==> src/hdl/coe_pkg.sv <==
`timescale 1ns / 1ps
// ----------------------------------------------------------------------------
// Clock offset estimator package
// Shared widths, codes, configuration record, controller states and the
// command and status records between the controller and the datapath.
// ----------------------------------------------------------------------------
package coe_pkg;

   localparam int TIME_W    = 47;  // unsigned Q31.16 time
   localparam int OFF_W     = 48;  // signed offset
   localparam int Q_W       = 30;  // smoothstep position and weight fraction
   localparam int DIV_CNT_W = 5;
   localparam int CSR_IDX_W = 3;
   localparam int BURST_W   = 4;

   // Sample ring depth and the width of the stored sample count.
   localparam int RING_DEPTH = 8;
   localparam int CNT_W      = $clog2(RING_DEPTH + 1);
   // Result payload, padded to whole bytes.
   localparam int RSP_BITS   = 2 * OFF_W + TIME_W + 1 + CNT_W;
   localparam int RSP_W      = ((RSP_BITS + 7) / 8) * 8;

   typedef enum logic [1:0] {
      OP_RESPONSE = 2'd0,
      OP_SEED     = 2'd1,
      OP_MARK     = 2'd2,
      OP_QUERY    = 2'd3
   } opcode_type;

   typedef enum logic [1:0] {
      ST_APPLIED   = 2'd0,
      ST_NEG_RTT   = 2'd1,
      ST_RTT_LIMIT = 2'd2
   } status_type;

   typedef enum logic [CSR_IDX_W-1:0] {
      REG_MAX_RTT        = 3'd0,
      REG_SLEW_TIME      = 3'd1,
      REG_BURST_SAMPLES  = 3'd2,
      REG_BURST_INTERVAL = 3'd3,
      REG_SYNC_INTERVAL  = 3'd4
   } reg_index_type;

   localparam logic [TIME_W-1:0]  MAX_RTT_RESET        = 47'd655360;
   localparam logic [TIME_W-1:0]  SLEW_TIME_RESET      = 47'd65536;
   localparam logic [BURST_W-1:0] BURST_SAMPLES_RESET  = 4'd5;
   localparam logic [TIME_W-1:0]  BURST_INTERVAL_RESET = 47'd13107;
   localparam logic [TIME_W-1:0]  SYNC_INTERVAL_RESET  = 47'd327680;

   typedef struct packed {
      logic [TIME_W-1:0]  max_rtt;
      logic [TIME_W-1:0]  slew_time;
      logic [BURST_W-1:0] burst_samples;
      logic [TIME_W-1:0]  burst_interval;
      logic [TIME_W-1:0]  sync_interval;
   } cfg_type;

   typedef enum logic [3:0] {
      S_IDLE,
      S_DECODE,
      S_OUT_ADDR,
      S_OUT_LOAD,
      S_INNER,
      S_SCAN_END,
      S_EFF_START,
      S_DIV,
      S_MUL_SQ,
      S_MUL_WT,
      S_MUL_HI,
      S_MUL_LO,
      S_EFF_SUM,
      S_COMMIT,
      S_RESULT
   } state_type;

   typedef struct packed {
      logic latch;
      logic decode;
      logic outer_addr;
      logic outer_load;
      logic inner;
      logic scan_end;
      logic eff_start;
      logic div_step;
      logic mul_sq;
      logic mul_wt;
      logic mul_hi;
      logic mul_lo;
      logic eff_sum;
      logic commit;
      logic load_rsp;
   } cmd_type;

   typedef struct packed {
      logic store_path;
      logic eff_fast;
      logic div_last;
      logic inner_last;
      logic outer_last;
      logic target_changed;
      logic rsp_free;
   } dp_status_type;

endpackage

==> src/hdl/coe_ctrl.sv <==
`timescale 1ns / 1ps
// ----------------------------------------------------------------------------
// Clock offset estimator controller
// Sequences decode, ring scan, slew evaluation and result hand-off.
// ----------------------------------------------------------------------------
module coe_ctrl
   import coe_pkg::*;
(
   input  logic          clock,
   input  logic          reset,
   input  logic          req_tvalid,
   output logic          req_tready,
   input  dp_status_type dp_status,
   output cmd_type       cmd
);

   state_type state_ff, state_in;
   // Set while the slew is evaluated to restart it on a new target.
   logic      change_ff, change_in;

   always_comb begin
      state_in  = state_ff;
      change_in = change_ff;
      case (state_ff)
         S_IDLE:      if (req_tvalid) state_in = S_DECODE;
         S_DECODE:    state_in = dp_status.store_path ? S_OUT_ADDR : S_EFF_START;
         S_OUT_ADDR:  state_in = S_OUT_LOAD;
         S_OUT_LOAD:  state_in = S_INNER;
         S_INNER: begin
            if (dp_status.inner_last) begin
               state_in = dp_status.outer_last ? S_SCAN_END : S_OUT_ADDR;
            end
         end
         S_SCAN_END: begin
            state_in  = S_EFF_START;
            change_in = dp_status.target_changed;
         end
         S_EFF_START: begin
            if (dp_status.eff_fast) begin
               state_in = change_ff ? S_COMMIT : S_RESULT;
            end else begin
               state_in = S_DIV;
            end
         end
         S_DIV:       if (dp_status.div_last) state_in = S_MUL_SQ;
         S_MUL_SQ:    state_in = S_MUL_WT;
         S_MUL_WT:    state_in = S_MUL_HI;
         S_MUL_HI:    state_in = S_MUL_LO;
         S_MUL_LO:    state_in = S_EFF_SUM;
         S_EFF_SUM:   state_in = change_ff ? S_COMMIT : S_RESULT;
         S_COMMIT: begin
            state_in  = S_EFF_START;
            change_in = 1'b0;
         end
         S_RESULT:    if (dp_status.rsp_free) state_in = S_IDLE;
         default:     state_in = S_IDLE;
      endcase
   end

   always_comb begin
      cmd            = '0;
      req_tready     = (state_ff == S_IDLE);
      cmd.latch      = (state_ff == S_IDLE) && req_tvalid;
      cmd.decode     = (state_ff == S_DECODE);
      cmd.outer_addr = (state_ff == S_OUT_ADDR);
      cmd.outer_load = (state_ff == S_OUT_LOAD);
      cmd.inner      = (state_ff == S_INNER);
      cmd.scan_end   = (state_ff == S_SCAN_END);
      cmd.eff_start  = (state_ff == S_EFF_START);
      cmd.div_step   = (state_ff == S_DIV);
      cmd.mul_sq     = (state_ff == S_MUL_SQ);
      cmd.mul_wt     = (state_ff == S_MUL_WT);
      cmd.mul_hi     = (state_ff == S_MUL_HI);
      cmd.mul_lo     = (state_ff == S_MUL_LO);
      cmd.eff_sum    = (state_ff == S_EFF_SUM);
      cmd.commit     = (state_ff == S_COMMIT);
      cmd.load_rsp   = (state_ff == S_RESULT) && dp_status.rsp_free;
   end

   always_ff @(posedge clock) begin
      if (reset) begin
         state_ff  <= S_IDLE;
         change_ff <= 1'b0;
      end else begin
         state_ff  <= state_in;
         change_ff <= change_in;
      end
   end

endmodule

==> config.mk <==
export PLATFORM = sky130hd
export DESIGN_NAME = coe_ctrl
export DESIGN_NICKNAME = d
export VERILOG_FILES = /design/src/hdl/coe_pkg.sv /design/src/hdl/coe_ctrl.sv
export SDC_FILE = /design/constraint.sdc
export NUM_CORES = 1
export LEC_CHECK = 0
export BUFFER_PORTS_ARGS = -buffer_cell sky130_fd_sc_hd__buf_2
export CELL_PAD_IN_SITES_DETAIL_PLACEMENT = 0
export CELL_PAD_IN_SITES_GLOBAL_PLACEMENT = 1
export CORE_ASPECT_RATIO = 0.9
export CORE_MARGIN = 2
export CORE_UTILIZATION = 27
export DETAILED_ROUTE_END_ITERATION = 12
export GPL_ROUTABILITY_DRIVEN = 1
export GPL_TIMING_DRIVEN = 0
export PLACE_DENSITY = 0.74
export SYNTH_ARGS = -nofsm -noshare
export SYNTH_HDL_FRONTEND = slang
export SYNTH_SLANG_ARGS = --single-unit
==> constraint.sdc <==
create_clock -name clock -period 1.7 [get_ports clock]
set_input_delay 0 -clock clock [delete_from_list [all_inputs] [get_ports clock]]
set_output_delay 0 -clock clock [all_outputs]
set_load 0.1 [all_outputs]
Yosys cells after proc, flatten, opt, wreduce, memory -nomap -nowiden --
Cells that the tools add are included.
Storage, ports and cells: word-level logic and storage cells 36, bits in registers 5, output and inout bits 16, input port bits 10
Cells by class: reductions and logical operators 6, mux-type cells 10, eq/ne operators 18
Operators by type and width (count):
- 4-bit case mux with 14 select lines | 1
- 4-bit equality test, second input constant | 7
- 4-bit 2-to-1 mux | 5
- 4-bit by 3-bit equality test with 1-bit output, second input constant | 4
- 4-bit by 2-bit equality test with 1-bit output, second input constant | 2
- 2-bit inequality test, second input constant | 4
- 3-bit 2-to-1 mux | 2
- 4-bit by 1-bit equality test with 1-bit output, second input constant | 1
- 4-bit zero test | 1
- 4-bit AND reduction | 1
- 1-bit logical AND | 2
- 2-bit 2-to-1 mux | 1
- 1-bit case mux with 2 select lines | 1
- 2-bit nonzero test | 1
- 2-bit OR reduction | 1

Depth between registers and ports, before layout --
depth in word-level cells 3, mapped depth 7, depth with buffers taken out 5

Worst setup path before layout --
OpenSTA, ideal clock, no wires.
path type flip-flop to output port, start register state_ff[1], end output cmd[14] (netlist bit), setup slack -2979 ps, stages on the path, launching flop included 5, path buffers 2, data arrival time 4679 ps, path through dfxtp_1 > buf_2 > clkbuf_1 > nor4_1 > and2_1
RTL lines:
- from (decl) | RTL line coe_ctrl.sv:17 | state_type state_ff, state_in;
- from (signal assigned) | RTL line coe_ctrl.sv:85 | state_ff <= state_in;
- to (decl) | RTL line coe_ctrl.sv:14 | output cmd_type cmd

Final worst setup path --
start register state_ff[3], end register state_ff[0]
On the way: longest elaborated chain between the ends 3, elaborated cells on any way between the ends 22, classes of those cells 18 x eq/ne; 1 x mux; 3 x reduce/logical
RTL lines:
- 4-bit equality test (tied with other cells) | RTL line coe_ctrl.sv:24 | case (state_ff)
- 2-bit OR reduction (no line) / 2-bit inequality test (equally long branches)
- 4-bit case mux with 14 select lines / 4-bit AND reduction (equally long branches)
Parallel ways exist; a longest one is shown, timed or not. A chain may end at the register's enable or synchronous reset.

==> impl.org <==
** Outcome
- The run finished with clean final reports.

** Timing
- The smallest clock period supported by the final layout is computed as 1640 ps.
- Setup violations remaining at the end of the flow were counted as 0.
- In this run the tightest slew margin relative to its limit is 0.679.
- Number of hold-slack violations in the final timing report :: 0
- Worst Max-Slew Pin Slew :: slightly below 500 ps
- Setup repair after global routing left no endpoint under its margin.
- Post-route fraction of the period consumed by the critical path :: 0.962
- For the final database, setup skew stands at 3.13 ps.
- Top achievable clock speed :: 612 MHz
- After layout, the worst setup slack is 65.0 ps.
- The max-slew violation count is 0.

** Drt
- In this run, the number of DRC markers left after iteration 0 of detailed routing was 10.
- Post-DRT Antenna Nets :: 0
- Residual DRC count :: 0
- Total detailed-routing wirelength :: 1770 um
- Pre-Repair DR Iteration Count :: 4
- Dividing the detail-routed wire length by the instance count gives 12.6 um.
- Detailed-route vias per instance :: a little over 5
- Overall via count from detail_route :: 724

** Global route
- Combined global-route utilization of all metal layers :: 0.149
- Maximum number of pins on one net before global-route repair :: 11
- The number of global-route vias before repair came to 593.
- The first global-routing pass estimated ~2700 um of wire.
- Final global-route overflow total :: 0
- Initial antenna violation count :: 0

** Power
- IR analysis of the VDD net gives a maximum drop of 1.01 mV.
- Pwr/cell area :: ~1500 mW/mm^2
- Summing internal, switching and leakage power gives 1420 uW.
- Leakage power :: 0.000406 uW

** CTS
- CTS saw 5 sinks.
- Number of instances resized during post-cts repair :: 18
- For this design, the CTS-stage hold fixing added 0 buffers.
- TritonCTS built the clock tree.
- H-tree levels :: 1
- Insertion delay of the later-clocked pin in the worst-skew pair :: 240 ps
- In this run the post-CTS setup repair buffer count came out at 0.
- Largest buffer count on any clock path :: 2
- The cell sitting at the root of the clock tree is a sky130_fd_sc_hd__clkbuf_4.
- Cts bufs inserted :: 3
- CTS clock-pin slew for the worst setup and hold paths :: 50 ps

** Critical path
- Cell breakdown of the critical path :: buf_6 > or4_4 > a21oi_2 > a211oi_2 > nor4b_4 > a21o_1
- Critical path required time :: 1840 ps
- The critical path in this run is classified as reg2reg.
- Category of the worst setup path launch point :: flop
- CP endpoint kind :: flop
- The largest single stage delay on the critical path is 530 ps.
- Data arrival at the endpoint of the critical path :: 1770 ps
- On the critical path the largest part of the delay comes from simple AND/OR/NAND/NOR gates.
- Cell type of the slowest stage on the worst timing path :: sky130_fd_sc_hd__or4_4
- Of all nets on the critical path, the largest fanout is 10.
- Total buffers and inverters traversed by the critical path :: 1

** Floorplanning
- The die is 47.6 um tall.
- Starting Density :: 0.292
- 26 I/O pins were placed.
- Die ar. :: 0.00249 sq mm
- Core Box Area :: ~0.002 sq mm
- Row Count :: 15
- Width of the chip :: roughly 52 um

** Flow run
- Across the run, the number of max-cap violations was 0.

** Yosys
- After synthesis, the mean cell area works out to 6.62 sq um.
- Area share of the largest cell type after synthesis :: 0.176
- Flip-flop and latch count after synthesis :: 5
- The largest total area in the synthesized netlist belongs to sky130_fd_sc_hd__dfxtp_1.
- Ranked by total cell area, the synthesized netlist is headed by sky130_fd_sc_hd__dfxtp_1 18%, sky130_fd_sc_hd__nor3_1 11%, sky130_fd_sc_hd__a21oi_1 7.0%, sky130_fd_sc_hd__nor2_1 6.6%, sky130_fd_sc_hd__nand2_1 4.6%.
- Counting distinct cell types in the post-synthesis netlist gives 31.
- After technology mapping, the gate count stands at 86.
- Share of the yosys chip area belonging to registers :: 0.176
- After synthesis the cells add up to ~570 sq um.
- Ys Warns :: 0
- The number of nets handed over by synthesis was 96.

** Worst hold path
- The tightest min-delay check is of the in2reg type.

** Place
- At the end of routability-driven placement, the weighted congestion stood at approximately 0.80.
- Setup slack after placement :: -122 ps
- Summing all placed instances gives a cell area of just under 900 sq um.
- After legalization and detailed placement, the total HPWL measured about 1300 um.
- During placement, the flow inserted port buffers numbering 25.

** Cells and area
- Number of filler instances in the final layout :: 216
- In the final layout, the share of cells above drive strength 1 is 0.539.
- For this run, the post-layout net count is approximately 130.
- Final cell utilization of the core :: 0.497
- With fillers left out, the area of the finished cells amounts to 971 sq um.
- The area growth from synthesis to layout is 70.5%.
- The number of antenna diodes in the final layout is 0.
final cells by class:
class                           count  area, sq um  area share
Buffer                              8         93.8      0.0966
Inverter                            6         22.5      0.0232
Timing Repair Buffer               25          173       0.178
Sequential cell                     5          103       0.106
Tap cell                           25         31.3      0.0322
Clock buffer                        4         26.3      0.0271
Multi-Input combinational cell     67          522       0.537
synth_stat cells:
master,number
sky130_fd_sc_hd__or4_1,1
sky130_fd_sc_hd__a22oi_1,1
sky130_fd_sc_hd__buf_6,1
sky130_fd_sc_hd__o31ai_1,1
sky130_fd_sc_hd__a21oi_2,1
sky130_fd_sc_hd__dfxtp_1,5
sky130_fd_sc_hd__nand2_1,7
sky130_fd_sc_hd__inv_2,1
sky130_fd_sc_hd__xnor2_1,1
sky130_fd_sc_hd__clkbuf_1,2
sky130_fd_sc_hd__a211oi_1,1
sky130_fd_sc_hd__a21oi_1,8
sky130_fd_sc_hd__o221ai_1,1
sky130_fd_sc_hd__nand4b_1,1
sky130_fd_sc_hd__o211ai_1,1
sky130_fd_sc_hd__nor4_1,2
sky130_fd_sc_hd__a21o_1,1
sky130_fd_sc_hd__a31oi_1,3
sky130_fd_sc_hd__o21ai_0,1
sky130_fd_sc_hd__or4_4,1
sky130_fd_sc_hd__buf_2,5
sky130_fd_sc_hd__nor2_1,10
sky130_fd_sc_hd__nor3_1,12
sky130_fd_sc_hd__and2_1,1
sky130_fd_sc_hd__o21bai_2,1
sky130_fd_sc_hd__a211oi_2,1
sky130_fd_sc_hd__nor3b_1,3
sky130_fd_sc_hd__nand2b_1,4
sky130_fd_sc_hd__o21ai_1,2
sky130_fd_sc_hd__inv_1,5
sky130_fd_sc_hd__nor4b_4,1
through the flow:
step,hold WS (ps),instances,setup TNS (ps)
after CTS,21.1,140,0
after global placement,274,136,-255
after global routing,31.5,140,0
after detailed placement,274,136,-251
final,24.2,140,0
after floorplan,69.1,86,-2160
state kept, by name (all words and copies together) (netlist names):
register,flops
state_ff,4
change_ff,1
final timing paths:
kind,startpoint,to,slack (ps),cells after the start
worst max-delay path,state_ff[3]$_SDFFE_PP0P_,state_ff[0]$_SDFFE_PP0P_,60,6
worst min-delay path,reset,change_ff$_SDFFE_PP0P_,20,2
worst max register to register,state_ff[3]$_SDFFE_PP0P_,state_ff[0]$_SDFFE_PP0P_,60,6
worst min register to register,change_ff$_SDFFE_PP0P_,change_ff$_SDFFE_PP0P_,490,2
cell usage in the layout, fill, tap and decap left out, types with 2 or more instances in the layout:
cell	synthesis	final
sky130_fd_sc_hd__buf_4	0	10
sky130_fd_sc_hd__dfxtp_1	5	3
sky130_fd_sc_hd__nand2_2	0	2
sky130_fd_sc_hd__o21ai_1	2	2
sky130_fd_sc_hd__clkbuf_4	0	3
sky130_fd_sc_hd__nor2_2	0	3
sky130_fd_sc_hd__buf_2	5	15
sky130_fd_sc_hd__nor3_1	12	4
sky130_fd_sc_hd__inv_1	5	5
sky130_fd_sc_hd__a21oi_1	8	8
sky130_fd_sc_hd__nor3_4	0	4
sky130_fd_sc_hd__nor2_1	10	6
sky130_fd_sc_hd__nand2b_1	4	4
sky130_fd_sc_hd__a31oi_1	3	3
sky130_fd_sc_hd__nand2_1	7	5
sky130_fd_sc_hd__nor3_2	0	4
sky130_fd_sc_hd__dfxtp_2	0	2
sky130_fd_sc_hd__buf_6	1	5
cells by family after synthesis:
| family | share of synthesized area |
|---|---|
| XOR/XNOR | 0.0154 |
| buffers and inverters | 0.116 |
| AND/OR/NAND/NOR | 0.424 |
| AO/OA/AOI/OAI | 0.268 |
| flip-flops | 0.176 |
power breakdown:
part | leakage (uW) | internal (uW) | switching, uW | total (uW)
clock | 0.0000150 | 88.8 | 49.9 | 139
sequential | 0.0000414 | 147 | 26.3 | 173
combinational | 0.000349 | 324 | 782 | 1110
per-layer routing:
| layer | part of all wire | GRT usage | vias up |
|---|---|---|---|
| met5 | 0 | 0 | - |
| met4 | 0 | 0.0308 | 0 |
| met3 | 0.070 | 0.0375 | 0 |
| met2 | 0.47 | 0.240 | 25 |
| met1 | 0.46 | 0.204 | 332 |
| li1 | - | - | 367 |
Note: power is estimated with default switching activity, not from simulation.
