**src/hdl/coe_pkg.sv**
```systemverilog
`timescale 1ns / 1ps
// ----------------------------------------------------------------------------
// Clock offset estimator package
// Shared widths, codes, configuration record, controller states and the
// command and status records between the controller and the datapath.
// ----------------------------------------------------------------------------
package coe_pkg;

   localparam int TIME_W    = 47;  // unsigned Q31.16 time
   localparam int OFF_W     = 48;  // signed offset
   localparam int Q_W       = 30;  // smoothstep position and weight fraction
   localparam int DIV_CNT_W = 5;
   localparam int CSR_IDX_W = 3;
   localparam int BURST_W   = 4;

   // Sample ring depth and the width of the stored sample count.
   localparam int RING_DEPTH = 8;
   localparam int CNT_W      = $clog2(RING_DEPTH + 1);
   // Result payload, padded to whole bytes.
   localparam int RSP_BITS   = 2 * OFF_W + TIME_W + 1 + CNT_W;
   localparam int RSP_W      = ((RSP_BITS + 7) / 8) * 8;

   typedef enum logic [1:0] {
      OP_RESPONSE = 2'd0,
      OP_SEED     = 2'd1,
      OP_MARK     = 2'd2,
      OP_QUERY    = 2'd3
   } opcode_type;

   typedef enum logic [1:0] {
      ST_APPLIED   = 2'd0,
      ST_NEG_RTT   = 2'd1,
      ST_RTT_LIMIT = 2'd2
   } status_type;

   typedef enum logic [CSR_IDX_W-1:0] {
      REG_MAX_RTT        = 3'd0,
      REG_SLEW_TIME      = 3'd1,
      REG_BURST_SAMPLES  = 3'd2,
      REG_BURST_INTERVAL = 3'd3,
      REG_SYNC_INTERVAL  = 3'd4
   } reg_index_type;

   localparam logic [TIME_W-1:0]  MAX_RTT_RESET        = 47'd655360;
   localparam logic [TIME_W-1:0]  SLEW_TIME_RESET      = 47'd65536;
   localparam logic [BURST_W-1:0] BURST_SAMPLES_RESET  = 4'd5;
   localparam logic [TIME_W-1:0]  BURST_INTERVAL_RESET = 47'd13107;
   localparam logic [TIME_W-1:0]  SYNC_INTERVAL_RESET  = 47'd327680;

   typedef struct packed {
      logic [TIME_W-1:0]  max_rtt;
      logic [TIME_W-1:0]  slew_time;
      logic [BURST_W-1:0] burst_samples;
      logic [TIME_W-1:0]  burst_interval;
      logic [TIME_W-1:0]  sync_interval;
   } cfg_type;

   typedef enum logic [3:0] {
      S_IDLE,
      S_DECODE,
      S_OUT_ADDR,
      S_OUT_LOAD,
      S_INNER,
      S_SCAN_END,
      S_EFF_START,
      S_DIV,
      S_MUL_SQ,
      S_MUL_WT,
      S_MUL_HI,
      S_MUL_LO,
      S_EFF_SUM,
      S_COMMIT,
      S_RESULT
   } state_type;

   typedef struct packed {
      logic latch;
      logic decode;
      logic outer_addr;
      logic outer_load;
      logic inner;
      logic scan_end;
      logic eff_start;
      logic div_step;
      logic mul_sq;
      logic mul_wt;
      logic mul_hi;
      logic mul_lo;
      logic eff_sum;
      logic commit;
      logic load_rsp;
   } cmd_type;

   typedef struct packed {
      logic store_path;
      logic eff_fast;
      logic div_last;
      logic inner_last;
      logic outer_last;
      logic target_changed;
      logic rsp_free;
   } dp_status_type;

endpackage

```
**src/hdl/coe_csr.sv**
```systemverilog
`timescale 1ns / 1ps
// ----------------------------------------------------------------------------
// Clock offset estimator configuration registers
// Holds the five configuration registers written over the csr channel.
// ----------------------------------------------------------------------------
module coe_csr
   import coe_pkg::*;
(
   input  logic                 clock,
   input  logic                 reset,
   input  logic                 csr_valid,
   output logic                 csr_ready,
   input  logic [CSR_IDX_W-1:0] csr_index,
   input  logic [TIME_W-1:0]    csr_data,
   output cfg_type              cfg
);

   cfg_type cfg_ff;
   cfg_type cfg_in;

   assign csr_ready = 1'b1;
   assign cfg       = cfg_ff;

   always_comb begin
      cfg_in = cfg_ff;
      if (csr_valid) begin
         case (reg_index_type'(csr_index))
            REG_MAX_RTT:        cfg_in.max_rtt        = csr_data;
            REG_SLEW_TIME:      cfg_in.slew_time      = csr_data;
            REG_BURST_SAMPLES:  cfg_in.burst_samples  = csr_data[BURST_W-1:0];
            REG_BURST_INTERVAL: cfg_in.burst_interval = csr_data;
            REG_SYNC_INTERVAL:  cfg_in.sync_interval  = csr_data;
            default:            cfg_in = cfg_ff;
         endcase
      end
   end

   always_ff @(posedge clock) begin
      if (reset) begin
         cfg_ff.max_rtt        <= MAX_RTT_RESET;
         cfg_ff.slew_time      <= SLEW_TIME_RESET;
         cfg_ff.burst_samples  <= BURST_SAMPLES_RESET;
         cfg_ff.burst_interval <= BURST_INTERVAL_RESET;
         cfg_ff.sync_interval  <= SYNC_INTERVAL_RESET;
      end else begin
         cfg_ff <= cfg_in;
      end
   end

endmodule

```
**config.mk**
```make
export PLATFORM = sky130hd
export DESIGN_NAME = coe_csr
export DESIGN_NICKNAME = d
export VERILOG_FILES = /design/src/hdl/coe_pkg.sv /design/src/hdl/coe_csr.sv
export SDC_FILE = /design/constraint.sdc
export NUM_CORES = 1
export LEC_CHECK = 0
export ABC_CLOCK_PERIOD_IN_PS = 1400
export BUFFER_PORTS_ARGS = -buffer_cell sky130_fd_sc_hd__buf_4
export CAP_MARGIN = 15
export CORE_MARGIN = 2
export CORE_UTILIZATION = 40
export CTS_BUF_LIST = sky130_fd_sc_hd__clkbuf_8
export CTS_CLUSTER_DIAMETER = 100
export CTS_CLUSTER_SIZE = 10
export DETAILED_ROUTE_END_ITERATION = 10
export GPL_TIMING_DRIVEN = 0
export PLACE_DENSITY_LB_ADDON = 0.1
export SYNTH_ARGS = -nofsm -noshare
export SYNTH_HDL_FRONTEND = slang
export SYNTH_SLANG_ARGS = --single-unit
```
**constraint.sdc**
```tcl
create_clock -name clock -period 1.4 [get_ports clock]
set_clock_uncertainty 0.1 [all_clocks]
set_input_delay 0.07 -clock clock [delete_from_list [all_inputs] [get_ports clock]]
set_output_delay 0.07 -clock clock [all_outputs]
set_load 0.005 [all_outputs]
```
# [Yosys cells after proc, flatten, opt, wreduce, memory -nomap -nowiden]
# Cells that the tools add are included.
[word_totals] elab_cells=15 ff_bits=192 inputBits=53 out_inout_bits=193
[classes] n_reduce_logical=6 n_eq_ne=4
[op_table] operator="AND reduction 2 bit" n=5
[op_table] operator="equality test 3 x 2 -> 1 bit (second input constant)" n=2
[op_table] operator="equality test 3 x 1 -> 1 bit (second input constant)" n=1
[op_table] operator="equality test 3 bit (second input constant)" n=1
[op_table] operator="logical NOT 3 bit" n=1

# [Depth between registers and ports, before layout]
# Gate-level depths: netlist of the first run.
[logic_depth] depth_word=2 mapped_depth=6 ltp_nobuf=2

# [Least setup slack after synthesis of the first run]
# No wires, ideal clock.
[synth_path] path_type="input to register" startpoint="in csr_index[0]" endpoint="reg cfg_ff, in the netlist cfg[181]" n_path_buf=1 stages=3 setup_time_ns=0.121 arrival_time_ns=0.880 required_time_ns=1.179 slack_ns=0.299 path_cell_list="or4b_1 buf_4 mux2i_1"
[synth_via] elab_chain_cells=2
[synth_lines] element="from (decl)" line_no="coe_csr.sv:13" text="input logic [CSR_IDX_W-1:0] csr_index,"
[synth_lines] element="logical NOT 3 bit" line_no="coe_csr.sv:27" text="case (reg_index_type'(csr_index))"
[synth_lines] element="AND reduction 2 bit (no source line)"
[synth_lines] element="to (signal assigned)" line_no="coe_csr.sv:46" text="cfg_ff <= cfg_in;"
[synth_lines] element="to (decl)" line_no="coe_csr.sv:18" text="cfg_type cfg_ff;"
# Every way passes these cells.
# A chain may end at the register's enable or synchronous reset.

# [Final worst setup path of the first run]
[layout_path] startpoint="in csr_index[2]" endpoint="reg cfg_ff, in the netlist cfg[96]"
[layout_via] elab_chain_cells=2
[layout_lines] element="equality test 3 x 2 -> 1 bit" line_no="coe_csr.sv:27"
[layout_lines] element="AND reduction 2 bit (no source line)"
# Every way passes these cells.

==> impl_metrics.tcl, run 1 <==
set metrics [dict create \
    start_kind "input pin" \
    setup_tns_ps 0 \
    drtIter0Drc 134 \
    status "finished clean" \
    fin_crit_sh 0.959 \
    synth.distinct_cells 14 \
    clk_latency_ps 450 \
    p_leak_uw 0.00524 \
    hpwl_um 15200 \
    cts_max_path_buffers 2 \
    synth_top_area_frac 0.504 \
    yosysWarnings 0 \
    root_buffer "clkbuf_8" \
    io_buffers 243 \
    endpoint_kind "register" \
    cts_tree "yes" \
    synth_cells 696 \
    die_w_um 142 \
    rows 50 \
    ys_ff_latch 192 \
    regToRegSetupSlack_ps 660 \
    setup_viol 0 \
    drive_gt1_frac 0.296 \
    initial_core_util 0.408 \
    slew_violations 0 \
    area_delta_synth_final_pct 41.0 \
    tightestPinTransition_ps 630 \
    finalHoldViolations 0 \
    grt_max_degree 17 \
    final_cell_mix "buf_4, nand2b_1, mux2i_1, dfxtp_1, dlygate4sd3_1" \
    rsz0062_at_grt "false" \
    wire_per_inst_um 17.4 \
    synth_area_um2 7630 \
    cts_max_level 4 \
    grt.total_usage 0.216 \
    fmax_ghz 0.745 \
    powerDensity_nw_per_um2 1040 \
    slew_headroom 0.574 \
    ioPinCount 246 \
    cp_max_fo 8 \
    vias 5846 \
    synthTopCellsByArea "dfxtp_1, mux2i_1, nand2b_1" \
    nFillCells 1675 \
    fin_crit_ps 1340 \
    crit_type "in -> reg" \
    fin_cells 1255 \
    drt_wl_total_um 21800 \
    dieArea_um2 20200 \
    synth_top_area_cell "dfxtp_1" \
    antenna_found_initial 0 \
    cts_buffers 17 \
    ant_nets 0 \
    worst_hold_path_type "in -> reg" \
    drv_cap 0 \
    crit_arrival_ps 1620 \
    cts.sinks 192 \
    antenna_cells 0 \
    die_y_um 142 \
    ys_seq_area_frac 0.504 \
    nets 1063 \
    syn-num-nets 749 \
    grt_pass1_vias 5836 \
    viasPerCell 4.66 \
    critical_path_required_ps 1680 \
    syn_avg_cell_area_um2 11.0 \
    core-area_um2 18700 \
    ir_drop_v 0.000917 \
    crit_slowest_cell "dlygate4sd3_1" \
    grt_pass1_wl_um 33200 \
    final_common_cell "buf_4" \
    dp.cells 1173 \
    cts.clk_slew.worst_paths_ps 90 \
    drc 0 \
    place.gp.congestion 0.715 \
    whs_ps 71.8 \
    gr-total-overflow 0 \
    largest_reg_flops 192 \
    critical-path-max-stage-delay_ps 590 \
    crit_chain "buf_4, dlygate4sd3_1, nor4bb_1, mux2i_1" \
    cts_setup_buffers 0 \
    firstDrtPassIters 4 \
]
==> cells by family after synthesis <==
family,Yosys count,share of synthesized area
other,1,0.000491
buffers and inverters,50,0.0336
multiplexers,192,0.252
AND/OR/NAND/NOR,261,0.210
flip-flops,192,0.504
==> routing by layer <==
metal,wire (µm),GRT usage,vias up
met1,10300,0.289,2739
met5,0,0,-
met4,288,0.0563,0
li1,-,-,2927
met2,9930,0.340,166
met3,1280,0.0653,14
==> cells in the mapped netlist <==
library cell    n
nand4b_1        1
nand4bb_1       3
dfxtp_1       192
nor4bb_1        2
nor2_1         28
conb_1          1
nand2b_1      224
or4b_1          1
clkbuf_1       23
and4b_1         1
nor4b_2         1
mux2i_1       192
buf_2          13
buf_4          14
==> worst paths after layout <==
kind         cells after the start                   from               endpoint
max                              4           csr_index[2]   cfg[96]$_SDFFE_PP1P_
min                              4           csr_index[2]  cfg[147]$_SDFFE_PP0P_
max reg2reg                      2  cfg[103]$_SDFFE_PP0P_  cfg[103]$_SDFFE_PP0P_
min reg2reg                      2  cfg[191]$_SDFFE_PP0P_  cfg[191]$_SDFFE_PP0P_
==> repair_timing <==
item                                   CTS  global route
hold buffers                            52             0
setup endpoints to repair                0             3
endpoints found under the hold margin  192             0
gates resized for setup                  0             2
==> cell type report <==
type                       count  area, µm²  share of cell area
sequential                   192       3840               0.357
multi-input combinational    454       3530               0.328
timing repair buffer         295       2340               0.218
tap                          234        293              0.0272
buffer                        50        258              0.0240
clock inverter                13        255              0.0237
clock buffer                  17        234              0.0217
==> report_power, final <==
group          switching (µW)  internal (µW)
clock network            2010           2480
registers                68.0           5580
logic                     474            588
total                    2550           8650
==> metrics by stage <==
step	power, µW	utilization	instance area [µm²]	setup slack, ps
after floorplan	6230	-	7630	299
after global placement	6720	0.521	9750	-419
after detailed placement	6730	0.521	9750	-460
after CTS	11300	0.575	10800	36.8
after global routing	11600	0.575	10800	8.60
final	11200	0.575	10800	57.5
==> worst max-delay path, delay by kind of cell <==
family	cells	cell delay, ps
buffers and inverters	2	730
and+or+nand+nor	1	580
muxes	1	240
No activity file was read; power rests on OpenSTA's default activity.
==> run 2, diff against run 1 <==
- REMOVE_ABC_BUFFERS: default -> 1
==> run 2 against run 1 <==
- the flow now finishes with violations (negative hold slack)
- maximum frequency decreased by 1.4%
- die area unchanged
- non-clock buffer count decreased by 39
- via count decreased by 2.8%
- register-to-register slack about the same
- global-route usage decreased by 2.1 points
- sequential share of layout area increased by 0.22 points
- critical path depth increased by 1
==> impl_metrics.tcl, run 2 (synthesized netlist as in run 1, its figures left out) <==
set metrics [dict create \
    status "finished, violations left" \
    violations "negative hold slack" \
    die_w_um 142 \
    largest_reg_flops 192 \
    endpoint_kind "register" \
    final_cell_mix "buf_4, nand2b_1, mux2i_1, dfxtp_1, dlygate4sd3_1" \
    ctsHoldBuffers 51 \
    rows 50 \
    p_int_uw 8040 \
    io_buffers 244 \
    fin_crit_sh 0.973 \
    grt_pass1_vias 5871 \
    fmax_ghz 0.734 \
    setup_tns_ps 0 \
    nFillCells 1628 \
    tightestPinTransition_ps 753 \
    multi_input_area_um2 3590 \
    grt_pass1_wl_um 30800 \
    powerDensity_nw_per_um2 982 \
    final_common_cell "buf_4" \
    cts.clk_slew.worst_paths_ps 100 \
    rsz0062_at_grt "false" \
    cts_tree "yes" \
    setup_viol 0 \
    grt_max_degree 128 \
    top_usage_layer "met2" \
    slew_headroom 0.497 \
    critical_path_required_ps 1640 \
    hpwl_um 13300 \
    dp.cells 1136 \
    grt.met1_usage 0.234 \
    place.gp.congestion 0.738 \
    wire_per_inst_um 16.0 \
    p_leak_uw 0.00519 \
    crit_arrival_ps 1600 \
    drc 0 \
    antenna_cells 0 \
    cts_max_path_buffers 2 \
    crit_type "in -> reg" \
    clkPwrFrac 0.365 \
    comb_power_share 0.098 \
    switching_share 0.234 \
    slew_violations 0 \
    root_buffer "clkbuf_8" \
    start_kind "input pin" \
    cp_max_fo 29 \
    ioPinCount 246 \
    clk_latency_ps 460 \
    die_y_um 142 \
    nets 1024 \
    seqCellArea_um2 3840 \
    core-area_um2 18700 \
    drive_gt1_frac 0.296 \
    whs_ps -79.2 \
    stdcell_area_um2 10700 \
    cts_buffers 17 \
    switchingPower_uw 2460 \
    use_met3 0.0730 \
    ant_nets 0 \
    dieArea_um2 20200 \
    antenna_found_initial 0 \
    drtIter0Drc 185 \
    cts_setup_buffers 0 \
    drv_cap 0 \
    worst_hold_path_type "in -> reg" \
    viasPerCell 4.67 \
    drt_wl_total_um 19400 \
    fin_cells 1218 \
    grt.total_usage 0.194 \
    initial_core_util 0.408 \
    grt.met2_usage 0.317 \
    finalHoldViolations 11 \
    fin_crit_ps 1360 \
    cts.sinks 192 \
    gr-total-overflow 0 \
    firstDrtPassIters 4 \
    cts_max_level 4 \
    area_delta_synth_final_pct 40.1 \
    placed_cell_area_um2 9770 \
    vias 5685 \
    ir_drop_v 0.000576 \
    power.share.sequential 0.538 \
]
==> run 2: metrics by stage <==
step,power (µW),worst slack [ps],util
after floorplan,6180,-2230,-
after global placement,6660,-4320,0.508
after detailed placement,6690,-438,0.522
after CTS,10600,44.7,0.572
after global routing,11000,26.9,0.572
final,10500,38.3,0.572
==> run 2: metal layers <==
metal	up-vias	part of all wire
met2	174	0.47
met5	-	0
met4	0	0.024
met3	30	0.072
met1	2647	0.43
li1	2834	-
==> run 2: worst max-delay path: stages <==
cell and delay, ps:
buf_4 130, dlygate4sd3_1 680, nand4bb_4 260, buf_16 270
mux2i_1 160
==> run 2: power by group through the flow <==
stage                     Sequential [µW]  Clock, µW  Combinational (µW)
after detailed placement             5770          0                 919
final                                5640       3830                1020
after floorplan                      5780          0                 399
after global placement               5770          0                 892
after global routing                 5660       4220                1110
after CTS                            5640       3950                1040
==> run 2: worst paths after layout <==
check	from	endpoint	slack, ps	cells after the start
worst max-delay path	csr_index[0]	cfg[128]$_SDFFE_PP0P_	40	5
worst min-delay path	csr_index[2]	cfg[96]$_SDFFE_PP1P_	-80	3
worst max register to register	cfg[15]$_SDFFE_PP0P_	cfg[15]$_SDFFE_PP0P_	660	2
worst min register to register	cfg[176]$_SDFFE_PP0P_	cfg[176]$_SDFFE_PP0P_	380	2
==> run 2: timing repair <==
item                                    CTS  global route
hold endpoints to repair                192            14
gates resized for setup                   0             1
endpoints found under the setup margin    0             3
==> run 2: final cells by class <==
class                   instances  area share
multi-input cells             454       0.336
flip-flops and latches        192       0.359
clock buffers                  19      0.0245
well taps                     234      0.0274
repair buffers                306       0.238
clock inverters                13      0.0149
==> run 3, diff against run 2 <==
- CAP_MARGIN: 15 -> default
- SETUP_SLACK_MARGIN: default -> 0.05
==> run 3 against run 2 <==
- register-to-register slack about the same
- final cell count increased by 0.16%
- the flow still finishes with violations (negative hold slack)
- highest routed layer unchanged
- power decreased by 4.3%
- critical path depth decreased by 1
- final area decreased by 0.34%
- largest power group unchanged
==> impl_metrics.tcl, run 3 (synthesized netlist as in run 1, its figures left out) <==
set metrics [dict create \
    crit_type "in -> reg" \
    wire_per_inst_um 16.2 \
    nets 1026 \
    nFillCells 1626 \
    drtIter0Drc 221 \
    clk_latency_ps 460 \
    worst_hold_path_type "in -> reg" \
    power_uw 10000 \
    fmax_ghz 0.762 \
    crit_family "buffers and inverters" \
    antenna_cells 0 \
    dr_wl_met2_um 9360 \
    drc 0 \
    firstDrtPassIters 4 \
    dieArea_um2 20200 \
    cts_max_level 4 \
    critical_path_required_ps 1690 \
    crit_slowest_cell "dlygate4sd3_1" \
    cts.clk_slew.worst_paths_ps 100 \
    antenna_found_initial 0 \
    tightestPinTransition_ps 757 \
    fin_crit_sh 0.937 \
    drt_wl_total_um 19800 \
    drive_gt1_frac 0.299 \
    violations "negative hold slack" \
    reg2reg_depth 2 \
    fin_ws_ps 87.7 \
    start_kind "input pin" \
    setup_tns_ps 0 \
    io_buffers 244 \
    crit_chain "buf_4, dlygate4sd3_1, nor4bb_2, mux2i_1" \
    rows 50 \
    die_w_um 142 \
    r2r_start "cfg[162]$_SDFFE_PP1P_" \
    worst-path-buf-inv 2 \
    hp-start "csr_index[1]" \
    powerDensity_nw_per_um2 943 \
    dp_slack_ps -451 \
    regToRegSetupSlack_ps 660 \
    finalHoldViolations 7 \
    grt_pass1_wl_um 30400 \
    status "finished, violations left" \
    core-area_um2 18700 \
    multi_input_area_um2 3610 \
    ir_drop_v 0.000559 \
    initial_core_util 0.408 \
    met3_length_um 1270 \
    setup_viol 0 \
    final_common_cell "buf_4" \
    place.gp.congestion 0.738 \
    viasPerCell 4.65 \
    rsz0062_at_grt "false" \
    ioPinCount 246 \
    slew_headroom 0.495 \
    grt_max_degree 128 \
    cts_max_path_buffers 2 \
    gr-total-overflow 0 \
    area_delta_synth_final_pct 39.7 \
    root_buffer "clkbuf_8" \
    cts_buffers 17 \
    endpoint_kind "register" \
    ant_nets 0 \
    vias 5674 \
    final_cell_mix "buf_4, nand2b_1, mux2i_1, dfxtp_1, dlygate4sd3_1" \
    top_layer_used "met4" \
    die_y_um 142 \
    cts_tree "yes" \
    hold_path_depth 3 \
    p_leak_uw 0.00516 \
    grt.total_usage 0.191 \
    ctsHoldBuffers 50 \
    critical-path-max-stage-delay_ps 660 \
    seqCellArea_um2 3840 \
    drv_cap 0 \
    crit_arrival_ps 1600 \
    grt_pass1_vias 5862 \
    largest_reg_flops 192 \
    whs_ps -39.0 \
    cts.sinks 192 \
    fin_crit_ps 1310 \
    hpwl_um 13400 \
    cp_max_fo 8 \
    drt-met1-wl_um 8690 \
    timing.rr.end "cfg[162]$_SDFFE_PP1P_" \
    slew_violations 0 \
    min_to "cfg[136]$_SDFFE_PP0P_" \
]
-- run 3: cell count changes in the layout (fill, tap and decap cells not counted), sizes merged --
cell         before  now
buf             256  258
bufinv            3    0
clkbuf           19   17
clkinv            4    5
clkinvlp          1    3
dlygate4sd3      50   49
inv               5    7
nand4bb           3    4
-- run 3: worst max-delay path by stage --
| stage | depth (start not counted) | endpoint | start | slack [ps] |
|---|---|---|---|---|
| after global routing | 6 | cfg[64]$_SDFFE_PP0P_ | csr_index[2] | 70 |
| after global placement | 3 | cfg[160]$_SDFFE_PP0P_ | csr_index[0] | -4320 |
| after CTS | 5 | cfg[150]$_SDFFE_PP0P_ | csr_index[2] | 50 |
| after detailed placement | 6 | cfg[168]$_SDFFE_PP0P_ | csr_index[0] | -450 |
| final | 4 | cfg[94]$_SDFFE_PP1P_ | csr_valid | 90 |
| after floorplan | 2 | cfg[145]$_SDFFE_PP0P_ | csr_index[1] | -2230 |
-- run 3: power breakdown --
group | switching (µW) | leakage (µW) | internal, µW
Clock | 2080 | 0.000182 | 1290
Combinational | 436 | 0.00343 | 598
Sequential | 65.3 | 0.00155 | 5580
-- run 3: repair_timing --
item | 4_1_cts | 5_1_grt
cloned | 0 | 1
pin swaps | 1 | 1
gates resized for setup | 0 | 1
hold endpoints to repair | 192 | 9
buffers inserted | 1 | 1
setup endpoints to repair | 1 | 22
-- run 3: per-layer routing --
metal	global-route usage	up-vias
met4	0.0758	0
met2	0.319	166
met1	0.231	2633
met5	0	-
met3	0.0585	29
li1	-	2846
-- run 3: stage by stage --
step	hold slack, ps	area [µm²]	util	cells
final	-39.0	10700	0.570	1220
after global routing	-63.2	10700	0.570	1220
after CTS	-101	10600	0.569	1219
after detailed placement	247	9770	0.522	1136
after global placement	238	9500	0.508	1124
after floorplan	126	7370	-	646
-- run 3: area by class of cell --
cell class,instances,area share
Clock buffer,17,0.0220
Tap cell,234,0.0275
Sequential cell,192,0.361
Clock inverter,15,0.0121
Multi-Input combinational cell,455,0.339
Timing Repair Buffer,307,0.239
-- run 3: worst register-to-register path, cell delays in order (launching register included) --
cell	delay [ps]
dfxtp_1	350
nor2_1	50
mux2i_1	170
